[src/rtl/rvde_pkg.sv]
`default_nettype none

package rvde_pkg;

  // opcodes of the supported subset
  localparam logic [6:0] OPC_R    = 7'b0110011;
  localparam logic [6:0] OPC_I    = 7'b0010011;
  localparam logic [6:0] OPC_LOAD = 7'b0000011;
  localparam logic [6:0] OPC_JALR = 7'b1100111;
  localparam logic [6:0] OPC_S    = 7'b0100011;
  localparam logic [6:0] OPC_B    = 7'b1100011;
  localparam logic [6:0] OPC_U    = 7'b0110111;
  localparam logic [6:0] OPC_J    = 7'b1101111;

  // funct3 codes
  localparam logic [2:0] F3_ADD  = 3'b000;
  localparam logic [2:0] F3_SLTU = 3'b011;
  localparam logic [2:0] F3_SRA  = 3'b101;
  localparam logic [2:0] F3_OR   = 3'b110;
  localparam logic [2:0] F3_AND  = 3'b111;

  typedef enum logic [3:0] {
    CLS_R       = 4'd0,
    CLS_I       = 4'd1,
    CLS_LOAD    = 4'd2,
    CLS_JALR    = 4'd3,
    CLS_S       = 4'd4,
    CLS_B       = 4'd5,
    CLS_U       = 4'd6,
    CLS_J       = 4'd7,
    CLS_INVALID = 4'd8
  } cls_t;

  typedef enum logic [2:0] {
    ALUOP_ADD = 3'd0,
    ALUOP_SUB = 3'd1,
    ALUOP_R   = 3'd2,
    ALUOP_I   = 3'd3,
    ALUOP_LUI = 3'd4
  } alu_op_t;

  typedef struct packed {
    logic    reg_write;
    logic    mem_read;
    logic    mem_write;
    logic    mem_to_reg;
    logic    branch_flag;
    logic    alu_src;
    alu_op_t alu_op;
  } ctrl_t;

  typedef struct packed {
    logic        [31:0] instruction;
    logic signed [31:0] rs1_value;
    logic signed [31:0] rs2_value;
  } in_t;

  typedef struct packed {
    logic signed [31:0] alu_result;
    logic signed [31:0] imm_value;
    logic        [3:0]  instr_class;
    logic               reg_write;
    logic               mem_read;
    logic               mem_write;
    logic               mem_to_reg;
    logic               branch_flag;
    logic               alu_src;
    logic        [2:0]  alu_op;
    logic               invalid;
  } out_t;

endpackage

`default_nettype wire

[src/rtl/rv32_subset_decode_execute.sv]
`default_nettype none

// rv32 subset decode and execute
// input channel: in_valid / in_ready / in_data carry one instruction word plus
// the two source register values per beat
// result channel: out_valid / out_ready / out_data carry the decoded control
// signals, the sign-extended immediate and the alu result, one beat per input
// pipeline: decode (class, controls, immediate) -> operand select ->
// alu and output register, three register stages
// throughput: one instruction per cycle while out_ready is high; every stage holds a valid bit and
// moves when the stage after it is empty or moving
// receiver stall: the output register holds its beat, stages fill behind it,
// in_ready drops only once all three stages are full; nothing is lost or
// repeated
// reset (rst_n low, synchronous): all valid bits clear, the pipeline is empty
// j and unknown opcodes come out with all controls, immediate and result zero
// and invalid set; unsupported funct3 for r or i gives result zero and invalid
module rv32_subset_decode_execute (
  input  wire                  clk,
  input  wire                  rst_n,
  input  wire                  in_valid,
  output logic                 in_ready,
  input  wire rvde_pkg::in_t   in_data,
  output logic                 out_valid,
  input  wire                  out_ready,
  output rvde_pkg::out_t       out_data
);

  // ---------------------------------------------------------------- handshake
  logic s1_valid_r, s2_valid_r, out_valid_r;
  logic s1_en, s2_en, out_en;

  // each stage loads when it is empty or its contents move on
  assign out_en   = !out_valid_r || out_ready;
  assign s2_en    = !s2_valid_r  || out_en;
  assign s1_en    = !s1_valid_r  || s2_en;
  assign in_ready = s1_en;
  assign out_valid = out_valid_r;

  // ---------------------------------------------------------------- stage 1: decode
  logic [6:0]          opc;
  logic [31:0]         ins;
  rvde_pkg::cls_t      cls_nxt;
  rvde_pkg::ctrl_t     ctrl_nxt;
  logic signed [31:0]  imm_nxt;

  assign ins = in_data.instruction;
  assign opc = ins[6:0];

  always_comb begin
    ctrl_nxt = '0;
    ctrl_nxt.alu_op = rvde_pkg::ALUOP_ADD;
    case (opc)
      rvde_pkg::OPC_R: begin
        cls_nxt = rvde_pkg::CLS_R;
        ctrl_nxt.reg_write = 1'b1;
        ctrl_nxt.alu_op = rvde_pkg::ALUOP_R;
      end
      rvde_pkg::OPC_I: begin
        cls_nxt = rvde_pkg::CLS_I;
        ctrl_nxt.reg_write = 1'b1;
        ctrl_nxt.alu_src = 1'b1;
        ctrl_nxt.alu_op = rvde_pkg::ALUOP_I;
      end
      rvde_pkg::OPC_LOAD: begin
        cls_nxt = rvde_pkg::CLS_LOAD;
        ctrl_nxt.reg_write = 1'b1;
        ctrl_nxt.mem_read = 1'b1;
        ctrl_nxt.mem_to_reg = 1'b1;
        ctrl_nxt.alu_src = 1'b1;
      end
      rvde_pkg::OPC_JALR: begin
        cls_nxt = rvde_pkg::CLS_JALR;
        ctrl_nxt.reg_write = 1'b1;
        ctrl_nxt.branch_flag = 1'b1;
        ctrl_nxt.alu_src = 1'b1;
      end
      rvde_pkg::OPC_S: begin
        cls_nxt = rvde_pkg::CLS_S;
        ctrl_nxt.mem_write = 1'b1;
        ctrl_nxt.alu_src = 1'b1;
      end
      rvde_pkg::OPC_B: begin
        cls_nxt = rvde_pkg::CLS_B;
        ctrl_nxt.branch_flag = 1'b1;
        ctrl_nxt.alu_op = rvde_pkg::ALUOP_SUB;
      end
      rvde_pkg::OPC_U: begin
        cls_nxt = rvde_pkg::CLS_U;
        ctrl_nxt.reg_write = 1'b1;
        ctrl_nxt.alu_src = 1'b1;
        ctrl_nxt.alu_op = rvde_pkg::ALUOP_LUI;
      end
      rvde_pkg::OPC_J: begin
        cls_nxt = rvde_pkg::CLS_J;
      end
      default: begin
        cls_nxt = rvde_pkg::CLS_INVALID;
      end
    endcase
  end

  // immediate formats
  always_comb begin
    case (cls_nxt)
      rvde_pkg::CLS_I, rvde_pkg::CLS_LOAD, rvde_pkg::CLS_JALR:
        imm_nxt = {{20{ins[31]}}, ins[31:20]};
      rvde_pkg::CLS_S:
        imm_nxt = {{20{ins[31]}}, ins[31:25], ins[11:7]};
      rvde_pkg::CLS_B:
        imm_nxt = {{19{ins[31]}}, ins[31], ins[7], ins[30:25], ins[11:8], 1'b0};
      rvde_pkg::CLS_U:
        imm_nxt = {ins[31:12], 12'h000};
      default:
        imm_nxt = '0;
    endcase
  end

  rvde_pkg::cls_t      s1_cls_r;
  rvde_pkg::ctrl_t     s1_ctrl_r;
  logic signed [31:0]  s1_imm_r;
  logic [2:0]          s1_f3_r;
  logic signed [31:0]  s1_rs1_r;
  logic signed [31:0]  s1_rs2_r;

  always_ff @(posedge clk) begin
    if (!rst_n) begin
      s1_valid_r <= 1'b0;
    end else if (s1_en) begin
      s1_valid_r <= in_valid;
    end
  end

  always_ff @(posedge clk) begin
    if (s1_en) begin
      s1_cls_r  <= cls_nxt;
      s1_ctrl_r <= ctrl_nxt;
      s1_imm_r  <= imm_nxt;
      s1_f3_r   <= ins[14:12];
      s1_rs1_r  <= in_data.rs1_value;
      s1_rs2_r  <= in_data.rs2_value;
    end
  end

  // ---------------------------------------------------------------- stage 2: operand select
  logic signed [31:0]  op2_nxt;
  assign op2_nxt = s1_ctrl_r.alu_src ? s1_imm_r : s1_rs2_r;

  rvde_pkg::cls_t      s2_cls_r;
  rvde_pkg::ctrl_t     s2_ctrl_r;
  logic signed [31:0]  s2_imm_r;
  logic [2:0]          s2_f3_r;
  logic signed [31:0]  s2_a_r;
  logic signed [31:0]  s2_b_r;
  logic                s2_opc_bad_r;

  always_ff @(posedge clk) begin
    if (!rst_n) begin
      s2_valid_r <= 1'b0;
    end else if (s2_en) begin
      s2_valid_r <= s1_valid_r;
    end
  end

  always_ff @(posedge clk) begin
    if (s2_en) begin
      s2_cls_r     <= s1_cls_r;
      s2_ctrl_r    <= s1_ctrl_r;
      s2_imm_r     <= s1_imm_r;
      s2_f3_r      <= s1_f3_r;
      s2_a_r       <= s1_rs1_r;
      s2_b_r       <= op2_nxt;
      s2_opc_bad_r <= (s1_cls_r == rvde_pkg::CLS_J) || (s1_cls_r == rvde_pkg::CLS_INVALID);
    end
  end

  // ---------------------------------------------------------------- stage 3: alu
  logic signed [31:0]  res_nxt;
  logic                bad_nxt;
  logic                ltu;

  assign ltu = $unsigned(s2_a_r) < $unsigned(s2_b_r);

  always_comb begin
    res_nxt = '0;
    bad_nxt = s2_opc_bad_r;
    if (!s2_opc_bad_r) begin
      case (s2_ctrl_r.alu_op)
        rvde_pkg::ALUOP_R: begin
          case (s2_f3_r)
            rvde_pkg::F3_ADD: res_nxt = s2_a_r + s2_b_r;
            rvde_pkg::F3_AND: res_nxt = s2_a_r & s2_b_r;
            rvde_pkg::F3_SRA: res_nxt = s2_a_r >>> s2_b_r[4:0];
            default:          bad_nxt = 1'b1;
          endcase
        end
        rvde_pkg::ALUOP_I: begin
          case (s2_f3_r)
            rvde_pkg::F3_ADD:  res_nxt = s2_a_r + s2_b_r;
            rvde_pkg::F3_OR:   res_nxt = s2_a_r | s2_b_r;
            rvde_pkg::F3_SLTU: res_nxt = {31'd0, ltu};
            default:           bad_nxt = 1'b1;
          endcase
        end
        rvde_pkg::ALUOP_ADD: res_nxt = s2_a_r + s2_b_r;
        rvde_pkg::ALUOP_SUB: res_nxt = s2_a_r - s2_b_r;
        rvde_pkg::ALUOP_LUI: res_nxt = s2_b_r;
        default:             res_nxt = '0;
      endcase
    end
  end

  rvde_pkg::out_t out_r;

  always_ff @(posedge clk) begin
    if (!rst_n) begin
      out_valid_r <= 1'b0;
    end else if (out_en) begin
      out_valid_r <= s2_valid_r;
    end
  end

  always_ff @(posedge clk) begin
    if (out_en) begin
      out_r.alu_result  <= res_nxt;
      out_r.imm_value   <= s2_imm_r;
      out_r.instr_class <= s2_cls_r;
      out_r.reg_write   <= s2_ctrl_r.reg_write;
      out_r.mem_read    <= s2_ctrl_r.mem_read;
      out_r.mem_write   <= s2_ctrl_r.mem_write;
      out_r.mem_to_reg  <= s2_ctrl_r.mem_to_reg;
      out_r.branch_flag <= s2_ctrl_r.branch_flag;
      out_r.alu_src     <= s2_ctrl_r.alu_src;
      out_r.alu_op      <= s2_ctrl_r.alu_op;
      out_r.invalid     <= bad_nxt;
    end
  end

  assign out_data = out_r;

  // ---------------------------------------------------------------- assertions
  // input is held off only when the whole pipeline is full and the receiver stalls
  a_no_bubble_stall: assert property (@(posedge clk) disable iff (!rst_n)
    !in_ready |-> (out_valid && !out_ready))
    else $error("in_ready low with room in the pipeline");

  // j and unknown opcodes leave every control, immediate and result at zero
  a_bad_opcode_clear: assert property (@(posedge clk) disable iff (!rst_n)
    (out_valid && (out_data.instr_class == rvde_pkg::CLS_J ||
                   out_data.instr_class == rvde_pkg::CLS_INVALID)) |->
    (out_data.invalid && !out_data.reg_write && !out_data.mem_read &&
     !out_data.mem_write && !out_data.branch_flag && !out_data.alu_src &&
     out_data.alu_result == 32'sd0 && out_data.imm_value == 32'sd0))
    else $error("bad opcode left stale controls");

  // lui passes the immediate straight through the alu
  a_lui_passthrough: assert property (@(posedge clk) disable iff (!rst_n)
    (out_valid && out_data.instr_class == rvde_pkg::CLS_U) |->
    (out_data.alu_result == out_data.imm_value && !out_data.invalid))
    else $error("lui result differs from immediate");

  // an invalid beat always carries a zero result
  a_invalid_zero: assert property (@(posedge clk) disable iff (!rst_n)
    (out_valid && out_data.invalid) |-> (out_data.alu_result == 32'sd0))
    else $error("invalid beat with nonzero result");

endmodule

`default_nettype wire
[config.mk]
export PLATFORM = sky130hd
export DESIGN_NAME = rv32_subset_decode_execute
export DESIGN_NICKNAME = d
export VERILOG_FILES = /design/src/rtl/rvde_pkg.sv /design/src/rtl/rv32_subset_decode_execute.sv
export SDC_FILE = /design/constraint.sdc
export NUM_CORES = 1
export LEC_CHECK = 0
export BUFFER_PORTS_ARGS = -buffer_cell sky130_fd_sc_hd__buf_2
export CAP_MARGIN = 20
export CORE_UTILIZATION = 40
export DETAILED_ROUTE_END_ITERATION = 6
export PLACE_DENSITY = 0.65
export SLEW_MARGIN = 10
export SYNTH_ARGS = -nofsm -noshare
export SYNTH_HDL_FRONTEND = slang
export SYNTH_SLANG_ARGS = --single-unit
[constraint.sdc]
create_clock -name clk -period 14.2 [get_ports clk]
set_clock_uncertainty 0.1 [all_clocks]
set_input_delay 2.84 -clock clk [delete_from_list [all_inputs] [get_ports clk]]
set_output_delay 2.84 -clock clk [all_outputs]
set_load 0.05 [all_outputs]
==> flow_summary.toml, run 1 <==
[grt]
grt_pass1_wl_mm = 80.8
grt_max_degree = 78
gr-usage-all-layers_pct = 23.9
grt.overflow.total = 0
grt_pass1_vias = 13100
antenna_found_initial = 9

[layout]
final_common_cell = "edfxtp_1"
layout_common_cells = "edfxtp_1 (300), buf_2 (179), nand2_1 (124), a21oi_1 (117), inv_1 (101)"
drive_gt1_share_pct = 19.4
postLayoutCoreUtil_pct = 46.3
nets = 1895
syn_to_final_growth_pct = 14.0

[setup_path]
path_class = "input port to output port"
crit_buf_inv = 2
reg2reg_setup_slack_ns = 9.18
reg2reg_to = "out_data[46]$_SDFFCE_PP0P_"
r2r_start = "s2_b_r[3]$_DFFE_PP_"
worst_setup_path_end_kind = "output port"
start_kind = "input port"
crit_top_cell = "buf_2"
cp_top_family = "simple AND/OR/NAND/NOR gates"
r2r.worst_path.cells = 12
cp_slowest_cell = "nand3_4"
required_ns = 11.26
crit_fanout = 63
cp_cell_sequence = "buf_2, nor2b_1, nand3_4, buf_2"
slowest_delay_ns = 0.73
crit_arrival_ns = 4.64

[drt]
wl_per_cell_um = 23.2
avgViaCountPerCell = 5.89
initialDrtViolationCount = 1346
drt-total-wl_mm = 53.6
first_pass_iters = 7
detail-route-antenna-nets = 0
vias = 13600
drc = 0

[cts]
cts_resized = 0
cts_tree = "yes"
cts_max_path_buffers = 3
h-tree-depth = 1
post-cts-setup-buffer-count = 0
cts_sinks = 303
numCtsBuffers = 31
clk_latency_ns = 0.59
clockRootBuffer = "clkbuf_16"
hold_buffers = 0
cts.clk_slew.worst_paths_ns = 0.06

[timing]
post-route-period-util_pct = 53.4
rsz0062_at_grt = "false"
slew_viol_final = 0
worstMarginPinSlew_ns = 1.09
min_period_ns = 7.58
hold_viol = 0
finalSetupViolCount = 0
clock.fmax_mhz = 132
max-slew-margin-rel_pct = 27.0
tns_ns = 0

[synth]
synth.area.top_cells = "edfxtp_1 (51%), ha_1 (6.9%), mux4_2 (3.7%), a21oi_1 (3.3%), nand2_1 (2.7%)"
synth_top_cell_area_share_pct = 51.5
ys_ff_latch = 303
syn_area_mm2 = 0.0175
synth.distinct_cells = 74
avgSynthCellArea_um2 = 11.2
ys.flop_type = "edfxtp_1"
yosysTopAreaCell = "edfxtp_1"
async_reset_ff_share_pct = 0
synth.yosys.seq_area_share_pct = 51.8
syn_nets = 1754
synthesis.instances = 1555
synth_edf_count = 300
ys_warn_count = 0

[die]
dieArea_mm2 = 0.0446
initial_utilization_pct = 40.6
rows = 76
die_h_um = 211
core-area_mm2 = 0.0431
io_pins = 180
die_w_um = 211

[power_and_ir_drop]
power_frac_seq_pct = 46.2
design_power_total_mw = 2.29
power_switching_mw = 0.670
power_density_mw_per_mm2 = 115
peakVddDrop_uv = 103
clockPowerShare_pct = 34.4
switching_share_pct = 29.3
p_leak_nw = 8.38
combPwrFrac_pct = 19.4
p_int_mw = 1.62

[place]
place_congestion = 0.943
dp_hpwl_mm = 39.7
io_buffers = 179

[hold_path]
hold_path_depth = 0
holdPathEnd = "s2_a_r[20]$_DFFE_PP_"
hold_class = "flip-flop to flip-flop"
min-delay-start = "s1_rs1_r[20]$_DFFE_PP_"

[run_status]
status = "finished, final reports clean"

[flow_run]
cap_violations = 0
power by group through the flow:
stage	logic [mW]	registers (mW)	clock network, mW
floorplan	0.262	1.11	0
CTS	0.436	1.06	0.809
detailed placement	0.434	1.08	0
global route	0.479	1.06	0.838
global placement	0.431	1.07	0
finish	0.444	1.06	0.788
logic make-up (layout without fill, tap and decap cells):
group	after synthesis	count (layout)	synth area share (%)
buffers and inverters	199	364	4.47
flip-flops	303	303	51.8
adder cells (fa/ha/maj)	99	99	7.17
other	0	4	0
AND/OR/NAND/NOR	374	374	10.1
multiplexers	93	93	7.68
AO/OA/AOI/OAI	440	440	16.4
XOR/XNOR	47	47	2.35
cell usage after synthesis, types with 7 or more instances:
library cell and number:
a211oi_1 15, a21o_1 35, a21oi_1 117, a221oi_1 20, a222oi_1 7, a22o_1 7
a22oi_1 10, a31oi_1 28, and2_1 13, and3_1 18, buf_1 8, buf_2 16
clkbuf_1 65, edfxtp_1 300, ha_1 97, inv_1 102, mux2_2 36, mux2i_1 27
mux4_2 29, nand2_1 125, nand2b_1 8, nand3_1 21, nor2_1 87, nor2b_1 17
nor3_1 37, nor3b_1 7, nor4_1 12, o211ai_1 10, o21a_1 7, o21ai_0 83
o21bai_1 11, o221ai_1 11, o22ai_1 21, o31ai_1 14, or3_1 8, xnor2_1 36
xor2_1 11
area by class of cell:
class / count / area, um2
antenna: 4 / 10.0
clock buffer: 34 / 787
clock inverter: 23 / 199
fill: 3969 / 23100
inverter: 107 / 403
multi-input combinational: 1053 / 7670
sequential: 303 / 9070
tap: 585 / 732
timing repair buffer: 200 / 1070
how the worst max path moves through the flow:
| stage | cells after the start | end | from |
|---|---|---|---|
| 5_1_grt | 4 | in_ready | out_ready |
| 2_1_floorplan | 2 | in_ready | out_ready |
| 6_report | 4 | in_ready | out_ready |
| 3_5_place_dp | 4 | in_ready | out_ready |
| 4_1_cts | 4 | in_ready | out_ready |
| 3_3_place_gp | 4 | in_ready | out_ready |
registers in the layout, summed over array words and instances (netlist names), 4 cells and up:
register,flops
out_data,77
s1_imm_r,32
s1_rs1_r,32
s1_rs2_r,32
s2_a_r,32
s2_b_r,32
s2_imm_r,32
s1_ctrl_r,8
s2_ctrl_r,8
s1_cls_r,4
s2_cls_r,4
per-layer routing:
layer	GRT usage, %	routed length (um)
met5	0	63
met4	6.00	1350
met3	5.90	5100
met2	37.1	23900
met1	33.5	23300
stage by stage:
step / instance area, um2 / hold slack, ns / worst slack (ns) / std cells
CTS: 19900 / 0.317 / 6.54 / 2304
finish: 19900 / 0.318 / 6.62 / 2309
floorplan: 17500 / 0.300 / 5.32 / 1555
detailed placement: 18900 / 0.305 / 6.53 / 2247
global placement: 18900 / 0.300 / 6.60 / 2247
global route: 19900 / 0.321 / 6.45 / 2307
Power figures use the tool's default switching activity.
==> inputs of run 2 (changes only) <==
--- a/config.mk
+++ b/config.mk
@@ -5,11 +5,12 @@
 export SDC_FILE = /design/constraint.sdc
 export NUM_CORES = 1
 export LEC_CHECK = 0
+export ABC_AREA = 1
 export BUFFER_PORTS_ARGS = -buffer_cell sky130_fd_sc_hd__buf_2
 export CAP_MARGIN = 20
 export CORE_UTILIZATION = 40
 export DETAILED_ROUTE_END_ITERATION = 6
-export PLACE_DENSITY = 0.65
+export PLACE_DENSITY = 0.67
 export SLEW_MARGIN = 10
 export SYNTH_ARGS = -nofsm -noshare
 export SYNTH_HDL_FRONTEND = slang
==> constraint.sdc (replaced) <==
create_clock -name clk -period 6.38 [get_ports clk]
set_clock_uncertainty 0.1 [all_clocks]
set_input_delay 1.276 -clock clk [delete_from_list [all_inputs] [get_ports clk]]
set_output_delay 1.276 -clock clk [all_outputs]
set_load 0.05 [all_outputs]
==> flow_summary.toml, run 2 <==
[die]
rows = 79
core-area_mm2 = 0.0469
dieArea_mm2 = 0.0488
io_pins = 180
initial_utilization_pct = 40.9
die_h_um = 221
die_w_um = 221

[drt]
drc = 4
initialDrtViolationCount = 1805
wl_per_cell_um = 21.9
avgViaCountPerCell = 5.38
first_pass_iters = 7
drt-total-wl_mm = 68.9
detail-route-antenna-nets = 0
vias = 16900

[setup_path]
worst_setup_path_end_kind = "output port"
slowest_delay_ns = 0.48
worst-path-stages = 6
start_kind = "input port"
crit_fanout = 40
reg2reg_setup_slack_ns = 2.74
cp_top_family = "simple AND/OR/NAND/NOR gates"
cp_cell_sequence = "buf_2, inv_1, nand2_4, nor2_1, nand2_4, buf_2"
crit_buf_inv = 3
path_class = "input port to output port"
crit_arrival_ns = 3.08
r2r.worst_path.cells = 15
required_ns = 5.00
cp_slowest_cell = "nor2_1"

[place]
place_ws_ns = 1.91
dpl-instance-area_mm2 = 0.0206
place_congestion = 1.00
io_buffers = 179
dp_hpwl_mm = 53.4

[grt]
antenna_found_initial = 2
gr-usage-all-layers_pct = 27.9
grt_pass1_wl_mm = 101
grt_max_degree = 75
grt.overflow.total = 0
grt_pass1_vias = 16300

[timing]
max-slew-margin-rel_pct = 22.4
slew_viol_final = 0
rsz0062_at_grt = "false"
worstMarginPinSlew_ns = 1.16
layout_setup_ws_ns = 1.92
clock.fmax_mhz = 224
tns_ns = 0
min_period_ns = 4.46
finalSetupViolCount = 0
hold_viol = 0
post-route-period-util_pct = 69.9

[cts]
cts_tree = "yes"
cts_max_path_buffers = 3
post-cts-setup-buffer-count = 0
numCtsBuffers = 30
cts.clk_slew.worst_paths_ns = 0.06
clk_latency_ns = 0.59
cts_sinks = 303
clockRootBuffer = "clkbuf_16"
h-tree-depth = 1
cts_resized = 0
hold_buffers = 0

[hold_path]
hold_path_depth = 0
hold_class = "flip-flop to flip-flop"

[layout]
fill_cells = 4618
drive_gt1_share_pct = 13.7
syn_to_final_growth_pct = 12.5
largest_reg_flops = 77
fin_area_mm2 = 0.0216
nets = 2710
final_common_cell = "nand2_1"
layout_common_cells = "nand2_1 (703), inv_1 (319), edfxtp_1 (300), nand3_1 (283), buf_2 (179)"

[synth]
synth_top_cell_area_share_pct = 47.0
synth.most_common_cell = "nand2_1"
async_reset_ff_share_pct = 0
syn_area_mm2 = 0.0192
synth.area.top_cells = "edfxtp_1 (47%), nand2_1 (14%), nand3_1 (7.4%), ha_1 (6.3%), inv_1 (6.3%)"
synth.distinct_cells = 50
avgSynthCellArea_um2 = 8.10
synthesis.instances = 2365
ys_ff_latch = 303
synth.yosys.seq_area_share_pct = 47.3
ys.flop_type = "edfxtp_1"
synth.cells.most_frequent = "nand2_1 (705), inv_1 (320), edfxtp_1 (300)"
yosysTopAreaCell = "edfxtp_1"
syn_nets = 2564
ys_warn_count = 0
synth_edf_count = 300

[power_and_ir_drop]
peakVddDrop_uv = 222
switching_share_pct = 31.8
power_frac_seq_pct = 44.6
p_int_mw = 3.61
power_switching_mw = 1.68
combPwrFrac_pct = 22.7
power_density_mw_per_mm2 = 245
p_leak_nw = 10.6
clockPowerShare_pct = 32.7

[flow_run]
cap_violations = 0

[run_status]
violations = "design-rule violations"
status = "finished, violations left"
[run 2: cell count changes after synthesis, sizes merged, moves of 27 or more]
cell	before	now
nand3	21	285
nor2	87	175
xnor2	36	1
mux2i	27	0
mux4	29	0
inv	103	334
buf	27	57
clkbuf	65	31
a21o	35	1
nand2	125	713
[run 2: cell type report]
type	instances	area [um2]	area share [%]
inverters	336	1260	5.86
diodes	2	5.00	0.0232
clock buffers	36	773	3.59
repair buffers	202	1070	4.96
well taps	607	759	3.52
multi-input cells	1638	8430	39.1
flip-flops and latches	303	9070	42.1
clock inverters	18	191	0.888
[run 2: power by group through the flow]
stage,logic [mW],clock network [mW],registers [mW]
after floorplan,0.697,0,2.49
after global placement,1.17,0,2.40
after detailed placement,1.18,0,2.40
after CTS,1.18,1.77,2.36
after global routing,1.31,1.84,2.36
final,1.20,1.73,2.36
[run 2: metal layers]
metal  wire [um]  global-route usage, %  vias up
met1       29500                   37.4     7982
met4        2310                   9.11        2
met5          13                      0        -
met2       31400                   45.3      739
li1            -                      -     8075
met3        5790                   5.48      111
[run 2: cells by family (layout without fill, tap and decap cells)]
family,count (synthesis),after routing,share of synthesized area [%]
mux,32,32,1.88
other cells,0,2,0
flops,303,303,47.3
compound gates,266,266,7.69
xor+xnor,11,11,0.542
simple gates,1230,1230,27.2
buf+inv,424,592,8.81
fa+ha+maj,99,99,6.54
[run 2: metrics by stage]
stage	utilization, %	instances	hold WS, ns	total power [mW]
2_1_floorplan	-	2365	0.300	3.18
3_3_place_gp	44.0	3086	0.301	3.57
3_5_place_dp	44.0	3086	0.305	3.57
4_1_cts	46.0	3140	0.312	5.31
5_1_grt	46.0	3140	0.317	5.52
6_report	46.0	3142	0.312	5.29
[run 2: worst paths after layout]
| path | from | end |
|---|---|---|
| setup / recovery | out_ready | in_ready |
| hold / removal | s1_rs1_r[18]$_DFFE_PP_ | s2_a_r[18]$_DFFE_PP_ |
| hold reg to reg | s1_rs1_r[18]$_DFFE_PP_ | s2_a_r[18]$_DFFE_PP_ |
| setup reg to reg | s2_b_r[4]$_DFFE_PP_ | out_data[69]$_SDFFCE_PP0P_ |
==> inputs of run 3 (changes only) <==
--- a/config.mk
+++ b/config.mk
@@ -5,7 +5,7 @@
 export SDC_FILE = /design/constraint.sdc
 export NUM_CORES = 1
 export LEC_CHECK = 0
-export ABC_AREA = 1
+export ABC_AREA = 0
 export BUFFER_PORTS_ARGS = -buffer_cell sky130_fd_sc_hd__buf_2
 export CAP_MARGIN = 20
 export CORE_UTILIZATION = 40
==> constraint.sdc (replaced) <==
create_clock -name clk -period 3.6 [get_ports clk]
set_clock_uncertainty 0.1 [all_clocks]
set_input_delay 0.72 -clock clk [delete_from_list [all_inputs] [get_ports clk]]
set_output_delay 0.72 -clock clk [all_outputs]
set_load 0.05 [all_outputs]
==> flow_summary.toml, run 3 (synthesis gave the netlist of run 1 again) <==
[layout]
nets = 2052
drive_gt1_share_pct = 27.7
syn_to_final_growth_pct = 22.0
layout_common_cells = "edfxtp_1 (300), buf_2 (179), buf_4 (171), nand2_1 (124), a21oi_1 (114)"
final_common_cell = "edfxtp_1"
instances_no_fill = 2459
largest_reg_flops = 77
fill_cells = 3921

[power_and_ir_drop]
power_switching_mw = 2.79
power_frac_seq_pct = 43.8
p_int_mw = 6.67
combPwrFrac_pct = 21.7
power_density_mw_per_mm2 = 443
peakVddDrop_uv = 471
p_leak_nw = 9.17
switching_share_pct = 29.5
clockPowerShare_pct = 34.5

[drt]
avgViaCountPerCell = 5.78
vias = 14200
drt-total-wl_mm = 58.6
wl_per_cell_um = 23.8
initialDrtViolationCount = 1568
first_pass_iters = 6
drc = 0
detail-route-antenna-nets = 0

[setup_path]
crit_arrival_ns = 3.68
required_ns = 3.75
start_kind = "flip-flop"
crit_fanout = 8
worst_setup_path_end_kind = "flip-flop"
path_class = "flip-flop to flip-flop"

[timing]
clock.fmax_mhz = 283
tns_ns = 0
holdWs_ns = 0.237
post-route-period-util_pct = 98.1
slew_viol_final = 0
hold_viol = 0
rsz0062_at_grt = "true"
finalSetupViolCount = 0
max-slew-margin-rel_pct = 41.5
worstMarginPinSlew_ns = 0.877
min_period_ns = 3.53
layout_setup_ws_ns = 0.0695

[grt]
antenna_found_initial = 1
grt_pass1_wl_mm = 86.5
gr-usage-all-layers_pct = 26.2
grt_pass1_vias = 13900
grt.overflow.total = 0
grt_max_degree = 113

[die]
core-area_mm2 = 0.0431
die_w_um = 211
dieArea_mm2 = 0.0446
io_pins = 180
initial_utilization_pct = 40.6
rows = 76
die_h_um = 211

[run_status]
status = "finished, final reports clean"

[cts]
clockRootBuffer = "clkbuf_16"
hold_buffers = 0
h-tree-depth = 2
cts_max_path_buffers = 3
cts.clk_slew.worst_paths_ns = 0.06
cts_tree = "yes"
cts_sinks = 303
numCtsBuffers = 34
clk_latency_ns = 0.56

[flow_run]
cap_violations = 0

[hold_path]
hold_class = "input port to flip-flop"

[place]
io_buffers = 179
post-place-cells = 2401
place_ws_ns = -0.186
place_congestion = 0.977
dp_hpwl_mm = 44.1
## run 3: cell count changes in the layout (fill, tap and decap cells not counted), sizes merged, moves of 23 or more
| cell | change |
|---|---|
| nand2 | -588 |
| nand3 | -264 |
| inv | -232 |
| buf | +152 |
| nor2 | -88 |
| xnor2 | +35 |
| a21o | +34 |
| mux4 | +29 |
| mux2i | +27 |
| a31oi | +23 |
## run 3: per-stage QoR
step	total power, mW	util (%)	area (um2)
2_1_floorplan	5.42	-	17500
6_report	9.46	49.6	21300
4_1_cts	9.48	49.2	21200
3_5_place_dp	6.17	46.7	20100
3_3_place_gp	6.16	46.7	20100
5_1_grt	9.82	49.6	21300
## run 3: cell type report
type | instances | area, um2 | area share (%)
inverters | 107 | 403 | 1.89
diodes | 1 | 2.50 | 0.0117
flip-flops and latches | 303 | 9070 | 42.5
clock buffers | 44 | 888 | 4.16
multi-input cells | 1053 | 7850 | 36.8
well taps | 585 | 732 | 3.43
repair buffers | 354 | 2260 | 10.6
clock inverters | 12 | 145 | 0.680
## run 3: power by group through the flow
stage / Clock (mW) / Combinational (mW) / Sequential [mW]
final: 3.26 / 2.05 / 4.15
after global routing: 3.47 / 2.19 / 4.16
after CTS: 3.36 / 1.98 / 4.14
after detailed placement: 0 / 1.96 / 4.22
after global placement: 0 / 1.95 / 4.21
after floorplan: 0 / 1.04 / 4.39
## run 3: timing repair
item | CTS | global route
buffers inserted | 0 | 1
gates resized for setup | 12 | 38
pin swaps | 0 | 4
setup endpoints to repair | 7 | 15
## run 3: path summary, 6_finish.rpt
path                          start                          to  slack (ns)  depth (start not counted)
min reg2reg  s2_imm_r[10]$_DFFE_PP_      out_data[24]$_DFFE_PP_        0.31                          0
max reg2reg    s2_b_r[11]$_DFFE_PP_  out_data[77]$_SDFFCE_PP0P_        0.07                         13
max            s2_b_r[11]$_DFFE_PP_  out_data[77]$_SDFFCE_PP0P_        0.07                         13
min                     in_data[37]       s1_rs1_r[5]$_DFFE_PP_        0.24                          1
## run 3: critical path, stage by stage (launching register included)
cell and delay [ns]:
edfxtp_1 0.39, inv_1 0.08, ha_1 0.42, and2_0 0.23, buf_4 0.14, a21oi_1 0.14, a31oi_1 0.09, a311o_1 0.43
a21oi_2 0.21, buf_4 0.18, o31ai_1 0.11, a31oi_1 0.23, mux2i_1 0.33, a31oi_1 0.12
## run 3: per-layer routing
metal,global-route usage [%],wire length [um],vias up
li1,-,-,6455
met1,36.3,25300,6955
met2,38.7,25500,685
met3,7.20,5610,116
met4,10.7,2200,0
met5,0,0,-
